### src/rtl/core/lock_pulse_cooldown_controller_macros.svh
// Assertion macros shared by the lock pulse/cooldown controller RTL.
// Every macro expects a clock named clk_i and an active-low reset named rst_ni.
`ifndef LOCK_PULSE_COOLDOWN_CONTROLLER_MACROS_SVH
`define LOCK_PULSE_COOLDOWN_CONTROLLER_MACROS_SVH

// Checks a property on every rising clock edge outside reset.
`define LPCC_ASSERT(lbl, prop, msg) \
  lbl: assert property (@(posedge clk_i) disable iff (!rst_ni) prop) else $error(msg);

// Checks that a condition never holds outside reset.
`define LPCC_ASSERT_NEVER(lbl, cond, msg) \
  `LPCC_ASSERT(lbl, !(cond), msg)

`endif

### src/rtl/core/lpcc_pkg.sv
// Shared types and constants of the lock pulse/cooldown controller.
// Has no dependencies; every other RTL file of the block but lpcc_fifo uses it.
package lpcc_pkg;

  // Command codes of the request op field.
  localparam logic [1:0] OP_TICK    = 2'd0;
  localparam logic [1:0] OP_OPEN    = 2'd1;
  localparam logic [1:0] OP_CLOSE   = 2'd2;
  localparam logic [1:0] OP_UNKNOWN = 2'd3;

  // Reason codes of a report.
  localparam logic [2:0] REASON_OPEN          = 3'd0;
  localparam logic [2:0] REASON_CLOSE         = 3'd1;
  localparam logic [2:0] REASON_PULSE_DONE    = 3'd2;
  localparam logic [2:0] REASON_COOLDOWN_DONE = 3'd3;
  localparam logic [2:0] REASON_DISABLED      = 3'd4;
  localparam logic [2:0] REASON_BUSY          = 3'd5;
  localparam logic [2:0] REASON_WRONG_MODE    = 3'd6;

  // Configuration port.
  localparam int unsigned CFG_IDX_W  = 2;
  localparam int unsigned CFG_DATA_W = 16;
  localparam logic [CFG_IDX_W-1:0] CFG_PULSE_LEN    = 2'd0;
  localparam logic [CFG_IDX_W-1:0] CFG_COOLDOWN_LEN = 2'd1;
  localparam logic [CFG_IDX_W-1:0] CFG_FS_MASK      = 2'd2;

  localparam logic [15:0] PULSE_LEN_RESET    = 16'd500;
  localparam logic [15:0] COOLDOWN_LEN_RESET = 16'd1000;
  localparam logic [7:0]  FS_MASK_RESET      = 8'd0;

  // Locks that a 3-bit index and the 8-bit mode mask can reach.
  localparam int unsigned MAX_ADDR_LOCKS = 8;

  typedef struct packed {
    logic [1:0]  op;
    logic [2:0]  lock_index;
    logic [31:0] now_ms;
    logic        node_enabled;
  } in_item_t;

  typedef struct packed {
    logic [2:0]  event_lock;
    logic [2:0]  reason_code;
    logic        coil_on;
    logic [15:0] pulse_total;
    logic [7:0]  coil_levels;
    logic        last;
  } res_item_t;

  // Classified request handed from the front end to the executor.
  typedef enum logic [2:0] {
    CMD_TICK,
    CMD_OPEN,
    CMD_CLOSE,
    CMD_DISABLED,
    CMD_WRONG_MODE
  } cmd_kind_e;

  typedef struct packed {
    cmd_kind_e   kind;
    logic [2:0]  lock;
    logic [31:0] now_ms;
  } cmd_t;

endpackage

### src/rtl/core/lpcc_fifo.sv
// Small first-in first-out queue of fixed-width words.
// Depends on the assertion macro header only.
`include "lock_pulse_cooldown_controller_macros.svh"

module lpcc_fifo #(
  parameter int unsigned WIDTH = 38,
  parameter int unsigned DEPTH = 2
) (
  input  logic             clk_i,
  input  logic             rst_ni,
  input  logic             wr_i,
  input  logic [WIDTH-1:0] wdata_i,
  output logic             full_o,
  input  logic             rd_i,
  output logic [WIDTH-1:0] rdata_o,
  output logic             empty_o
);

  localparam int unsigned PTR_W = (DEPTH > 1) ? $clog2(DEPTH) : 1;
  localparam int unsigned CNT_W = $clog2(DEPTH + 1);

  logic [WIDTH-1:0] mem_q [DEPTH];
  logic [PTR_W-1:0] wr_ptr_q, wr_ptr_d;
  logic [PTR_W-1:0] rd_ptr_q, rd_ptr_d;
  logic [CNT_W-1:0] cnt_q, cnt_d;
  logic             wr_en, rd_en;

  assign full_o  = (cnt_q == CNT_W'(DEPTH));
  assign empty_o = (cnt_q == '0);
  assign wr_en   = wr_i && !full_o;
  assign rd_en   = rd_i && !empty_o;
  assign rdata_o = mem_q[rd_ptr_q];

  always_comb begin
    wr_ptr_d = wr_ptr_q;
    rd_ptr_d = rd_ptr_q;
    cnt_d    = cnt_q;
    if (wr_en) begin
      wr_ptr_d = (wr_ptr_q == PTR_W'(DEPTH - 1)) ? '0 : wr_ptr_q + PTR_W'(1);
    end
    if (rd_en) begin
      rd_ptr_d = (rd_ptr_q == PTR_W'(DEPTH - 1)) ? '0 : rd_ptr_q + PTR_W'(1);
    end
    if (wr_en && !rd_en) begin
      cnt_d = cnt_q + CNT_W'(1);
    end else if (rd_en && !wr_en) begin
      cnt_d = cnt_q - CNT_W'(1);
    end
  end

  always_ff @(posedge clk_i or negedge rst_ni) begin
    if (!rst_ni) begin
      wr_ptr_q <= '0;
      rd_ptr_q <= '0;
      cnt_q    <= '0;
    end else begin
      wr_ptr_q <= wr_ptr_d;
      rd_ptr_q <= rd_ptr_d;
      cnt_q    <= cnt_d;
    end
  end

  always_ff @(posedge clk_i) begin
    if (wr_en) begin
      mem_q[wr_ptr_q] <= wdata_i;
    end
  end

  `LPCC_ASSERT(a_fifo_count_bound, cnt_q <= CNT_W'(DEPTH), "fifo count exceeds depth")
  `LPCC_ASSERT(a_fifo_write_fills, (wr_en && !rd_en) |=> !empty_o, "write lost in fifo")
  `LPCC_ASSERT(a_fifo_read_drains, (rd_en && !wr_en && cnt_q == CNT_W'(1)) |=> empty_o, "fifo not drained")

endmodule

### src/rtl/core/lpcc_front.sv
// Front end: accepts requests, drops unaddressable commands and classifies the rest.
// Depends on lpcc_pkg and lpcc_fifo.
module lpcc_front #(
  parameter int unsigned NUM_LOCKS = 8
) (
  input  logic                clk_i,
  input  logic                rst_ni,
  input  logic                push_i,
  input  lpcc_pkg::in_item_t  item_i,
  output logic                full_o,
  input  logic                cmd_pop_i,
  output logic                cmd_empty_o,
  output lpcc_pkg::cmd_t      cmd_o
);

  localparam int unsigned CMD_W = $bits(lpcc_pkg::cmd_t);

  lpcc_pkg::cmd_t   cmd_in;
  logic             lock_ok;
  logic             drop;
  logic [CMD_W-1:0] cmd_rdata;

  // A command to a lock that does not exist is consumed without a report.
  assign lock_ok = (32'(item_i.lock_index) < 32'(NUM_LOCKS));
  assign drop    = (item_i.op != lpcc_pkg::OP_TICK) && !lock_ok;

  always_comb begin
    cmd_in.lock   = item_i.lock_index;
    cmd_in.now_ms = item_i.now_ms;
    if (item_i.op == lpcc_pkg::OP_TICK) begin
      cmd_in.kind = lpcc_pkg::CMD_TICK;
    end else if (!item_i.node_enabled) begin
      cmd_in.kind = lpcc_pkg::CMD_DISABLED;
    end else begin
      unique case (item_i.op)
        lpcc_pkg::OP_OPEN:  cmd_in.kind = lpcc_pkg::CMD_OPEN;
        lpcc_pkg::OP_CLOSE: cmd_in.kind = lpcc_pkg::CMD_CLOSE;
        default:            cmd_in.kind = lpcc_pkg::CMD_WRONG_MODE;
      endcase
    end
  end

  lpcc_fifo #(
    .WIDTH (CMD_W),
    .DEPTH (2)
  ) u_cmd_fifo (
    .clk_i   (clk_i),
    .rst_ni  (rst_ni),
    .wr_i    (push_i && !drop),
    .wdata_i (cmd_in),
    .full_o  (full_o),
    .rd_i    (cmd_pop_i),
    .rdata_o (cmd_rdata),
    .empty_o (cmd_empty_o)
  );

  assign cmd_o = lpcc_pkg::cmd_t'(cmd_rdata);

endmodule

### src/rtl/core/lpcc_back.sv
// Executor: holds configuration and per-lock state, runs commands and tick scans.
// Depends on lpcc_pkg and the assertion macro header.
`include "lock_pulse_cooldown_controller_macros.svh"

module lpcc_back #(
  parameter int unsigned NUM_LOCKS = 8
) (
  input  logic                                clk_i,
  input  logic                                rst_ni,
  input  logic                                cfg_we_i,
  input  logic [lpcc_pkg::CFG_IDX_W-1:0]      cfg_idx_i,
  input  logic [lpcc_pkg::CFG_DATA_W-1:0]     cfg_wdata_i,
  input  logic                                cmd_empty_i,
  input  lpcc_pkg::cmd_t                      cmd_i,
  output logic                                cmd_pop_o,
  input  logic                                res_full_i,
  output logic                                res_push_o,
  output lpcc_pkg::res_item_t                 res_o
);

  // Locks beyond the mask width are always fail-safe and unaddressable.
  localparam int unsigned L = (NUM_LOCKS < lpcc_pkg::MAX_ADDR_LOCKS) ?
                              NUM_LOCKS : lpcc_pkg::MAX_ADDR_LOCKS;
  localparam int unsigned IDX_W = (L > 1) ? $clog2(L) : 1;

  localparam logic [2:0] S_IDLE    = 3'd0;
  localparam logic [2:0] S_EXEC    = 3'd1;
  localparam logic [2:0] S_CMD_OUT = 3'd2;
  localparam logic [2:0] S_EVAL    = 3'd3;
  localparam logic [2:0] S_EMIT    = 3'd4;

  logic [2:0]       state_q, state_d;
  lpcc_pkg::cmd_t   cmd_q;
  logic [IDX_W-1:0] idx_q, idx_d;
  logic             sub_q, sub_d;
  logic [L-1:0]     pmask_q, pmask_d;
  logic [L-1:0]     cmask_q, cmask_d;
  logic [2:0]       reason_q, reason_d;

  logic [15:0]      plen_q, clen_q;
  logic [7:0]       fsm_q;

  logic [L-1:0]     coil_q, pact_q, cact_q;
  logic [31:0]      pst_q [L];
  logic [31:0]      cst_q [L];
  logic [15:0]      pcnt_q [L];

  logic [L-1:0]     fs_vec;
  logic [IDX_W-1:0] cmd_idx, rd_idx;
  logic             exec_fs, exec_busy;
  logic [31:0]      pel, cel;
  logic             ev_fs, pdone, cdone;
  logic             in_scan;
  logic             ev_here, more, at_end;
  logic [L-1:0]     above;

  assign fs_vec    = fsm_q[L-1:0];
  assign cmd_idx   = cmd_q.lock[IDX_W-1:0];
  assign in_scan   = (state_q == S_EVAL) || (state_q == S_EMIT);
  assign rd_idx    = in_scan ? idx_q : cmd_idx;
  assign exec_fs   = fs_vec[cmd_idx];
  assign exec_busy = pact_q[cmd_idx] || cact_q[cmd_idx];
  assign at_end    = (idx_q == IDX_W'(L - 1));

  // Tick evaluation of one lock; a pulse ending now starts its cooldown at now_ms.
  assign ev_fs = fs_vec[idx_q];
  assign pel   = cmd_q.now_ms - pst_q[idx_q];
  assign cel   = cmd_q.now_ms - cst_q[idx_q];
  assign pdone = ev_fs && pact_q[idx_q] && (pel >= 32'(plen_q));
  assign cdone = ev_fs && (pdone ? (clen_q == '0)
                                 : (cact_q[idx_q] && (cel >= 32'(clen_q))));

  always_comb begin
    for (int j = 0; j < L; j++) begin
      above[j] = (IDX_W'(j) > idx_q);
    end
  end

  assign ev_here = sub_q ? cmask_q[idx_q] : pmask_q[idx_q];
  assign more    = (!sub_q && cmask_q[idx_q]) || (|((pmask_q | cmask_q) & above));

  always_comb begin
    state_d    = state_q;
    idx_d      = idx_q;
    sub_d      = sub_q;
    pmask_d    = pmask_q;
    cmask_d    = cmask_q;
    reason_d   = reason_q;
    cmd_pop_o  = 1'b0;
    res_push_o = 1'b0;
    unique case (state_q)
      S_IDLE: begin
        if (!cmd_empty_i) begin
          cmd_pop_o = 1'b1;
          if (cmd_i.kind == lpcc_pkg::CMD_TICK) begin
            state_d = S_EVAL;
            idx_d   = '0;
            sub_d   = 1'b0;
            pmask_d = '0;
            cmask_d = '0;
          end else begin
            state_d = S_EXEC;
          end
        end
      end
      S_EXEC: begin
        unique case (cmd_q.kind)
          lpcc_pkg::CMD_OPEN:
            reason_d = (exec_fs && exec_busy) ? lpcc_pkg::REASON_BUSY : lpcc_pkg::REASON_OPEN;
          lpcc_pkg::CMD_CLOSE:      reason_d = lpcc_pkg::REASON_CLOSE;
          lpcc_pkg::CMD_DISABLED:   reason_d = lpcc_pkg::REASON_DISABLED;
          lpcc_pkg::CMD_WRONG_MODE: reason_d = lpcc_pkg::REASON_WRONG_MODE;
          default:                  reason_d = reason_q;
        endcase
        state_d = S_CMD_OUT;
      end
      S_CMD_OUT: begin
        if (!res_full_i) begin
          res_push_o = 1'b1;
          state_d    = S_IDLE;
        end
      end
      S_EVAL: begin
        pmask_d[idx_q] = pdone;
        cmask_d[idx_q] = cdone;
        if (at_end) begin
          idx_d = '0;
          sub_d = 1'b0;
          state_d = ((|(pmask_q | cmask_q)) || pdone || cdone) ? S_EMIT : S_IDLE;
        end else begin
          idx_d = idx_q + IDX_W'(1);
        end
      end
      S_EMIT: begin
        if (ev_here && res_full_i) begin
          state_d = S_EMIT;
        end else begin
          res_push_o = ev_here;
          if (ev_here && !more) begin
            state_d = S_IDLE;
          end else if (!sub_q) begin
            sub_d = 1'b1;
          end else begin
            sub_d = 1'b0;
            if (at_end) begin
              state_d = S_IDLE;
            end else begin
              idx_d = idx_q + IDX_W'(1);
            end
          end
        end
      end
      default: state_d = S_IDLE;
    endcase
  end

  // Report fields always come from state after the whole request has been applied.
  always_comb begin
    res_o.coil_on     = coil_q[rd_idx];
    res_o.pulse_total = pcnt_q[rd_idx];
    res_o.coil_levels = 8'(coil_q);
    if (state_q == S_EMIT) begin
      res_o.event_lock  = 3'(idx_q);
      res_o.reason_code = sub_q ? lpcc_pkg::REASON_COOLDOWN_DONE : lpcc_pkg::REASON_PULSE_DONE;
      res_o.last        = !more;
    end else begin
      res_o.event_lock  = cmd_q.lock;
      res_o.reason_code = reason_q;
      res_o.last        = 1'b1;
    end
  end

  always_ff @(posedge clk_i or negedge rst_ni) begin
    if (!rst_ni) begin
      state_q  <= S_IDLE;
      idx_q    <= '0;
      sub_q    <= 1'b0;
      pmask_q  <= '0;
      cmask_q  <= '0;
      reason_q <= lpcc_pkg::REASON_OPEN;
    end else begin
      state_q  <= state_d;
      idx_q    <= idx_d;
      sub_q    <= sub_d;
      pmask_q  <= pmask_d;
      cmask_q  <= cmask_d;
      reason_q <= reason_d;
    end
  end

  always_ff @(posedge clk_i) begin
    if (cmd_pop_o) begin
      cmd_q <= cmd_i;
    end
  end

  always_ff @(posedge clk_i or negedge rst_ni) begin
    if (!rst_ni) begin
      plen_q <= lpcc_pkg::PULSE_LEN_RESET;
      clen_q <= lpcc_pkg::COOLDOWN_LEN_RESET;
      fsm_q  <= lpcc_pkg::FS_MASK_RESET;
    end else if (cfg_we_i) begin
      unique case (cfg_idx_i)
        lpcc_pkg::CFG_PULSE_LEN:    plen_q <= cfg_wdata_i;
        lpcc_pkg::CFG_COOLDOWN_LEN: clen_q <= cfg_wdata_i;
        lpcc_pkg::CFG_FS_MASK:      fsm_q  <= cfg_wdata_i[7:0];
        default: ;
      endcase
    end
  end

  always_ff @(posedge clk_i or negedge rst_ni) begin
    if (!rst_ni) begin
      coil_q <= '0;
      pact_q <= '0;
      cact_q <= '0;
      for (int j = 0; j < L; j++) begin
        pcnt_q[j] <= '0;
      end
    end else if (state_q == S_EXEC) begin
      unique case (cmd_q.kind)
        lpcc_pkg::CMD_OPEN: begin
          if (exec_fs) begin
            if (!exec_busy) begin
              coil_q[cmd_idx] <= 1'b1;
              pact_q[cmd_idx] <= 1'b1;
              cact_q[cmd_idx] <= 1'b0;
              pcnt_q[cmd_idx] <= pcnt_q[cmd_idx] + 16'd1;
            end
          end else begin
            coil_q[cmd_idx] <= 1'b0;
            pact_q[cmd_idx] <= 1'b0;
            cact_q[cmd_idx] <= 1'b0;
          end
        end
        lpcc_pkg::CMD_CLOSE: begin
          // A fail-secure close leaves a running cooldown alone.
          coil_q[cmd_idx] <= !exec_fs;
          pact_q[cmd_idx] <= 1'b0;
          if (!exec_fs) begin
            cact_q[cmd_idx] <= 1'b0;
          end
        end
        default: ;
      endcase
    end else if (state_q == S_EVAL) begin
      if (pdone) begin
        pact_q[idx_q] <= 1'b0;
        coil_q[idx_q] <= 1'b0;
        cact_q[idx_q] <= !cdone;
      end else if (cdone) begin
        cact_q[idx_q] <= 1'b0;
      end
    end
  end

  always_ff @(posedge clk_i) begin
    if ((state_q == S_EXEC) && (cmd_q.kind == lpcc_pkg::CMD_OPEN) && exec_fs && !exec_busy) begin
      pst_q[cmd_idx] <= cmd_q.now_ms;
    end
    if ((state_q == S_EVAL) && pdone) begin
      cst_q[idx_q] <= cmd_q.now_ms;
    end
  end

  `LPCC_ASSERT_NEVER(a_pulse_without_coil, |(pact_q & ~coil_q), "pulse active with coil off")
  `LPCC_ASSERT_NEVER(a_pulse_and_cooldown, |(pact_q & cact_q), "pulse and cooldown both active")
  `LPCC_ASSERT(a_no_report_in_eval, (state_q == S_EVAL) |-> !res_push_o, "report during evaluation")

endmodule

### src/rtl/core/lock_pulse_cooldown_controller.sv
// Top level of the lock pulse/cooldown controller.
// Depends on lpcc_pkg, lpcc_fifo, lpcc_front and lpcc_back.
//
// Usage: requests enter through a queue-style port (push/full) and reports
// leave through another (empty/pop). A request is taken at a clock edge with
// push high and full low; the oldest report sits on res_item_o while empty is
// low and is taken at an edge with pop high. Configuration registers are
// written through cfg_we_i, cfg_idx_i and cfg_wdata_i; the user must write them
// only while no request is in flight; the block itself does not enforce this.
// A command to a missing lock gives no report. An open, close or rejected
// command passes from idle through the exec and report-out states and gives
// one report. A tick first visits every lock in turn to update its timers,
// then walks the locks again emitting reports, pulse done before cooldown
// done for each lock, up to the lock of its last event. The executor works on
// one request at a time and takes no new one until the last is done; a tick
// with no expiring timer gives no report. A two-entry request queue and a
// two-entry report queue let each side stall on its own; while the report queue
// is full the executor waits and the request queue fills. Reset clears all lock
// state, pulse counts and queues and restores the register defaults.
module lock_pulse_cooldown_controller #(
  parameter int unsigned NUM_LOCKS = 8
) (
  input  logic                             clk_i,
  input  logic                             rst_ni,
  input  logic                             push,
  output logic                             full,
  input  lpcc_pkg::in_item_t               in_item_i,
  output logic                             empty,
  input  logic                             pop,
  output lpcc_pkg::res_item_t              res_item_o,
  input  logic                             cfg_we_i,
  input  logic [lpcc_pkg::CFG_IDX_W-1:0]   cfg_idx_i,
  input  logic [lpcc_pkg::CFG_DATA_W-1:0]  cfg_wdata_i
);

  localparam int unsigned RES_W = $bits(lpcc_pkg::res_item_t);

  lpcc_pkg::cmd_t      cmd;
  logic                cmd_empty;
  logic                cmd_pop;
  lpcc_pkg::res_item_t res;
  logic                res_push;
  logic                res_full;
  logic [RES_W-1:0]    res_rdata;

  // Front end: drops commands to missing locks and classifies the rest.
  lpcc_front #(
    .NUM_LOCKS (NUM_LOCKS)
  ) u_front (
    .clk_i       (clk_i),
    .rst_ni      (rst_ni),
    .push_i      (push),
    .item_i      (in_item_i),
    .full_o      (full),
    .cmd_pop_i   (cmd_pop),
    .cmd_empty_o (cmd_empty),
    .cmd_o       (cmd)
  );

  // Executor: lock state, timers and report generation.
  lpcc_back #(
    .NUM_LOCKS (NUM_LOCKS)
  ) u_back (
    .clk_i       (clk_i),
    .rst_ni      (rst_ni),
    .cfg_we_i    (cfg_we_i),
    .cfg_idx_i   (cfg_idx_i),
    .cfg_wdata_i (cfg_wdata_i),
    .cmd_empty_i (cmd_empty),
    .cmd_i       (cmd),
    .cmd_pop_o   (cmd_pop),
    .res_full_i  (res_full),
    .res_push_o  (res_push),
    .res_o       (res)
  );

  // Report queue decouples the executor from a stalling receiver.
  lpcc_fifo #(
    .WIDTH (RES_W),
    .DEPTH (2)
  ) u_res_fifo (
    .clk_i   (clk_i),
    .rst_ni  (rst_ni),
    .wr_i    (res_push),
    .wdata_i (res),
    .full_o  (res_full),
    .rd_i    (pop),
    .rdata_o (res_rdata),
    .empty_o (empty)
  );

  assign res_item_o = lpcc_pkg::res_item_t'(res_rdata);

endmodule

### config.mk
export PLATFORM = sky130hd
export DESIGN_NAME = lock_pulse_cooldown_controller
export DESIGN_NICKNAME = d
export VERILOG_FILES = /design/src/rtl/core/lpcc_pkg.sv /design/src/rtl/core/lpcc_fifo.sv /design/src/rtl/core/lpcc_front.sv /design/src/rtl/core/lpcc_back.sv /design/src/rtl/core/lock_pulse_cooldown_controller.sv
export VERILOG_INCLUDE_DIRS = /design/src /design/src/rtl/core
export SDC_FILE = /design/constraint.sdc
export NUM_CORES = 1
export LEC_CHECK = 0
export BUFFER_PORTS_ARGS = -buffer_cell sky130_fd_sc_hd__buf_2
export CORE_MARGIN = 4
export CORE_UTILIZATION = 41
export DETAILED_ROUTE_END_ITERATION = 12
export MAX_ROUTING_LAYER = met4
export PLACE_DENSITY = 0.68
export SLEW_MARGIN = 40
export SYNTH_ARGS = -nofsm -noshare
export SYNTH_HDL_FRONTEND = slang
export SYNTH_SLANG_ARGS = --single-unit
### constraint.sdc
create_clock -name clk_i -period 13.87 [get_ports clk_i]
set_clock_uncertainty 0.2 [all_clocks]
set_input_delay 0 -clock clk_i [delete_from_list [all_inputs] [get_ports clk_i]]
set_output_delay 0 -clock clk_i [all_outputs]
set_load 0.02 [all_outputs]
==> results of run 1 <==
[stage by stage]
stage | hold slack, ns | area [um2] | power (mW) | instances | setup WS, ns
2_1_floorplan | -0.496 | 41000 | 6.43 | 2904 | 6.92
3_3_place_gp | -0.122 | 43300 | 7.74 | 4218 | 5.51
3_5_place_dp | -0.117 | 43400 | 7.79 | 4222 | 5.42
4_1_cts | 0.0287 | 47800 | 10.3 | 4523 | 5.37
5_1_grt | 0.0923 | 47800 | 10.9 | 4526 | 4.82
6_report | 0.0735 | 47800 | 10.4 | 4526 | 5.32
[per-layer routing]
layer	up-vias	routed length, um
met5	-	0
met1	13500	50200
li1	11900	-
met4	0	2380
met2	1213	50000
met3	162	9440
[cells by family after synthesis]
logic type               count (synthesis)  synth area share
XOR/XNOR                                67            0.0143
AND/OR/NAND/NOR                        548            0.0698
AO/OA/AOI/OAI                          734             0.123
multiplexers                           313            0.0952
buffers and inverters                  218            0.0213
flip-flops                             916             0.643
adder cells (fa/ha/maj)                108            0.0333
[repair_timing]
action | in CTS | in global routing
resized for setup | 0 | 0
hold endpoints to repair | 333 | 0
hold buffers | 131 | 0
setup buffers | 0 | 0
[final cells by class]
type / instances / area [um2]
antenna: 1 / 2.50
clock buffer: 113 / 2390
clock inverter: 57 / 662
fill: 8344 / 51100
inverter: 71 / 267
multi-input combinational: 1770 / 14000
sequential: 916 / 26400
tap: 1287 / 1610
timing repair buffer: 311 / 2510
[how the worst max path moves through the flow]
stage | slack [ns] | endpoint | depth (start not counted) | from
final | 5.32 | u_back.cact_q[4] | 29 | u_back.idx_q[0]
after global routing | 4.82 | u_back.cact_q[4] | 29 | u_back.idx_q[0]
after CTS | 5.37 | u_back.cact_q[4] | 29 | u_back.idx_q[0]
after detailed placement | 5.42 | u_back.cact_q[3] | 29 | u_back.idx_q[0]
after global placement | 5.51 | u_back.cst_q[0][23] | 25 | u_back.idx_q[1]
after floorplan | 6.92 | u_back.cst_q[1][0] | 27 | u_back.idx_q[1]
[power by group]
part	total, mW	switching [mW]	leakage [nW]	internal [mW]
clock	2.49	1.08	1.48	1.41
combinational	4.12	2.64	6.49	1.49
sequential	3.73	0.224	9.23	3.51
[worst reg2reg max path, delay by kind of cell, from the launching register on]
family                     cells  cell delay (ns)
AOI/OAI and AO/OA             12             2.68
xor gates and xnor gates       1             0.14
adders and majority gates      2             0.58
buffers and inverters          3             1.45
DFF                            1             0.77
and+or+nand+nor               11             2.69
[Yosys cell counts (14+ instances only)]
library cell and n:
inv_1 66, a31oi_1 14, nand2b_1 18, buf_1 19
a22o_1 20, clkbuf_1 94, and2_1 16, o21ai_0 130
dfrtp_1 214, a211oi_1 16, nor2_1 130, mux2i_1 30
buf_2 28, xor2_1 26, nor2b_1 14, nand3_1 28
edfxtp_1 690, mux4_2 37, nand4_1 26, a22oi_1 272
a21oi_1 116, xnor2_1 41, nand2_1 161, ha_1 106
and3_1 14, a221oi_1 22, a21o_1 29, mux2_2 245
and4_1 64, nor3_1 25
[state kept, by name, summed over array words and instances (netlist names), 8 cells and up, named ones only]
signal,flops
u_back.cst_q,256
u_back.pmask_q,8
u_front.u_cmd_fifo.mem_q,76
u_back.clen_q,16
u_back.pcnt_q,128
u_back.cmask_q,8
u_res_fifo.mem_q,64
u_back.plen_q,16
u_back.pst_q,256
u_back.cmd_q,35
u_back.fs_vec,8
u_back.cact_q,8
==> flow_metrics.tcl, run 1 <==
set metrics [dict create \
    outcome "finished clean" \
    cp-end-kind "register" \
    start_util 0.415 \
    mostFrequentLayoutCells "edfxtp_1, a22oi_1, mux2_2" \
    yosysUniqueCellTypes 90 \
    cts_tree "yes" \
    cp_max_fo 39 \
    p_leak_nw 17.2 \
    gp_congestion 0.930 \
    mostFrequentLayoutCell "edfxtp_1" \
    antenna_found_initial 1 \
    vias 26800 \
    p_per_area_mw_per_mm2 217 \
    dp_hpwl_um 71000 \
    drive_gt1_frac 0.206 \
    reg2regPathDepth 29 \
    synthFlopType "edfxtp_1" \
    grt-busiest-layer "met2" \
    drt-pass1-iter-count 5 \
    synthTopCellsByArea "edfxtp_1, dfrtp_1, mux2_2" \
    r2r_slack_ns 5.32 \
    grt_pass1_vias 26100 \
    critPathTopFamily "simple AND/OR/NAND/NOR gates" \
    fin_crit_ns 8.55 \
    finalMaxSlewViolations 0 \
    cts.sinks 916 \
    rsz0062_at_grt "no" \
    startpoint_type "register" \
    port_buffers 94 \
    r2r-end "u_back.cact_q[4]" \
    wire_per_inst_um 24.7 \
    synthCells 2904 \
    cp_num_buf_inv 3 \
    final_util 0.483 \
    synth_edf_count 690 \
    use_met2 0.320 \
    holdCritStartpoint "in_item_i[36]" \
    syn2layout_area_growth_pct 16.5 \
    core.rowCount 115 \
    finalHoldViolations 0 \
    clk_pin_slew_ns 0.06 \
    clkLatencyLatePin_ns 0.69 \
    use_met1 0.319 \
    tightestPinTransition_ns 0.903 \
    whs_path_depth 3 \
    synth_top_area_frac 0.505 \
    drt_drc_violations_left 0 \
    ant_nets 0 \
    die_height_um 324 \
    overflow 0 \
    reg2reg_from "u_back.idx_q[0]" \
    grt_pass1_wl_um 168000 \
    synth-seq-cells 916 \
    yosysSeqAreaShare 0.643 \
    hold_path_class "input pin to register" \
    maxSlewHeadroom 0.398 \
    die-area_mm2 0.105 \
    crit_path_max_incr_delay_ns 0.77 \
    worst_path_max_delay_cell "dfrtp_1" \
    track_usage 0.218 \
    finalSetupViolations 0 \
    cp_data_arrival_time_ns 8.96 \
    core_area_mm2 0.0989 \
    min_to "u_front.u_cmd_fifo.mem_q[0][36]" \
    wl_um 112000 \
    root_buffer "clkbuf_16" \
    ir_drop_mv 0.134 \
    fmaxAchievable_ghz 0.117 \
    synth_top_area_cell "edfxtp_1" \
    clockBufferDepth 3 \
    yosys_warnings 0 \
    critical_path_class "register to register" \
    min_period_over_period 0.617 \
    synthArstFlopShare 0.247 \
    grt_max_degree 94 \
    drtIter0Drc 2880 \
    tns_ns 0 \
    top_level_ports 95 \
    htreeDepth 3 \
    cp.required_ns 14.28 \
    grtUsageMet3 0.0332 \
    die_w_um 324 \
    numCtsBuffers 92 \
    syn-num-nets 3073 \
    viasPerCell 5.93 \
    nets 3331 \
    syn_area_mm2 0.0410 \
    synth_area_per_cell_um2 14.1 \
    max_cap_violations 0 \
]
No activity file was read; power rests on OpenSTA's default activity.
==> run 2, diff against run 1 <==
Clock period 13.87 ns to 8.6 ns, I/O delays scaled along.
==> run 2 against run 1 <==
Effect of this change: flip-flop and latch count unchanged; clock-buffer cell count down 3; largest cell class unchanged; critical path type unchanged; cell count rose by 0.29%; first-iteration DRC count increased by 19%.
==> flow_metrics.tcl, run 2 (synthesized netlist as in run 1, its figures left out) <==
set metrics [dict create \
    start_util 0.415 \
    outcome "finished clean" \
    syn2layout_area_growth_pct 17.2 \
    finalHoldViolations 0 \
    rsz0062_at_grt "no" \
    p_leak_nw 17.3 \
    maxSlewHeadroom 0.431 \
    wire_per_inst_um 25.0 \
    post-route-cell-area_mm2 0.0481 \
    cp-end-kind "register" \
    crit_path_max_incr_delay_ns 0.75 \
    die_height_um 324 \
    die_w_um 324 \
    core.rowCount 115 \
    ir_drop_mv 0.156 \
    core_area_mm2 0.0989 \
    clkLatencyLatePin_ns 0.67 \
    vias 27200 \
    numCtsBuffers 90 \
    htreeDepth 3 \
    viasPerCell 5.99 \
    root_buffer "clkbuf_16" \
    hold_path_class "input pin to register" \
    max_cap_violations 0 \
    tightestPinTransition_ns 0.852 \
    min_period_over_period 0.943 \
    finalMaxSlewViolations 0 \
    clk_pin_slew_ns 0.06 \
    tns_ns 0 \
    startpoint_type "register" \
    post_dp_cell_area_mm2 0.0436 \
    p_per_area_mw_per_mm2 350 \
    clockBufferDepth 3 \
    num-fill-cells 8336 \
    drt-pass1-iter-count 6 \
    finalSetupViolations 0 \
    worst_path_max_delay_cell "dfrtp_1" \
    cp_data_arrival_time_ns 8.50 \
    wl_um 113000 \
    grt_pass1_vias 26800 \
    overflow 0 \
    critPathTopFamily "compound AO/OA/AOI/OAI gates" \
    fmaxAchievable_ghz 0.123 \
    cp.required_ns 9.00 \
    cts_tree "yes" \
    grt_max_degree 93 \
    top_level_ports 95 \
    ant_nets 0 \
    final_cells 4539 \
    mostFrequentLayoutCells "edfxtp_1, a22oi_1, mux2_2" \
    nets 3342 \
    die-area_mm2 0.105 \
    postLayoutSetupSlackWorst_ns 0.492 \
    power_mw 16.8 \
    cp_num_buf_inv 3 \
    dp.cells 4232 \
    cp_max_fo 35 \
    antenna_found_initial 4 \
    track_usage 0.220 \
    dp_hpwl_um 75400 \
    drtIter0Drc 3415 \
    cts.sinks 916 \
    gp_congestion 0.976 \
    multi_input_area_mm2 0.0140 \
    regArea_mm2 0.0264 \
    fin_crit_ns 8.11 \
    place_ws_ns 0.713 \
    r2r_slack_ns 0.49 \
    drive_gt1_frac 0.210 \
    drt_drc_violations_left 0 \
    mostFrequentLayoutCell "edfxtp_1" \
    grt_pass1_wl_um 171000 \
    top_regs "u_back.cst_q x256, u_back.pst_q x256, u_back.pcnt_q x128" \
    critical_path_class "register to register" \
    port_buffers 94 \
]
## run 2: cell type report
| cell class | count | area share |
|---|---|---|
| Antenna cell | 2 | 0.000104 |
| Clock buffer | 110 | 0.0508 |
| Clock inverter | 59 | 0.0141 |
| Inverter | 71 | 0.00557 |
| Multi-Input combinational cell | 1770 | 0.290 |
| Sequential cell | 916 | 0.549 |
| Tap cell | 1287 | 0.0335 |
| Timing Repair Buffer | 324 | 0.0564 |
## run 2: layer usage
| layer | share of wire | up-vias | global-route usage | routed length, um |
|---|---|---|---|---|
| met5 | 0 | - | - | 0 |
| met4 | 0.023 | 0 | 0.0563 | 2570 |
| met3 | 0.090 | 202 | 0.0429 | 10300 |
| met2 | 0.45 | 1325 | 0.326 | 50700 |
| met1 | 0.44 | 13700 | 0.313 | 50000 |
| li1 | - | 12000 | - | - |
## run 2: worst register-to-register path, delay by kind of cell (launching register included)
kind	cells	cell delay, ns
AO/OA/AOI/OAI	12	2.71
AND/OR/NAND/NOR	10	2.23
buffers and inverters	3	1.37
flip-flops	1	0.75
adder cells (fa/ha/maj)	2	0.61
XOR/XNOR	1	0.16
## run 2: final timing paths
kind                                    from             endpoint  cells past startpoint
max                          u_back.idx_q[1]     u_back.cact_q[4]                     28
min                                      pop  u_res_fifo.rd_ptr_q                      4
max reg2reg                  u_back.idx_q[1]     u_back.cact_q[4]                     28
min reg2reg                u_back.pcnt_q[48]    u_back.pcnt_q[48]                      2
max in group asynchronous             rst_ni     u_back.cact_q[4]                      4
min in group asynchronous             rst_ni   u_back.pcnt_q[114]                      4
## run 2: stage by stage
step / utilization / hold WS, ns
final: 0.486 / 0.0409
after global routing: 0.486 / 0.0981
after CTS: 0.486 / 0.0310
after detailed placement: 0.441 / -0.127
after global placement: 0.439 / -0.128
after floorplan: - / -0.496
## run 2: timing repair
item                      CTS  global route
setup buffers               0             0
hold buffers              135             0
hold endpoints to repair  412             0
gates resized for setup     0             0
## run 2: where the power goes
group	internal [mW]	switching, mW
combinational	2.42	4.28
sequential	5.65	0.354
clock	2.37	1.73
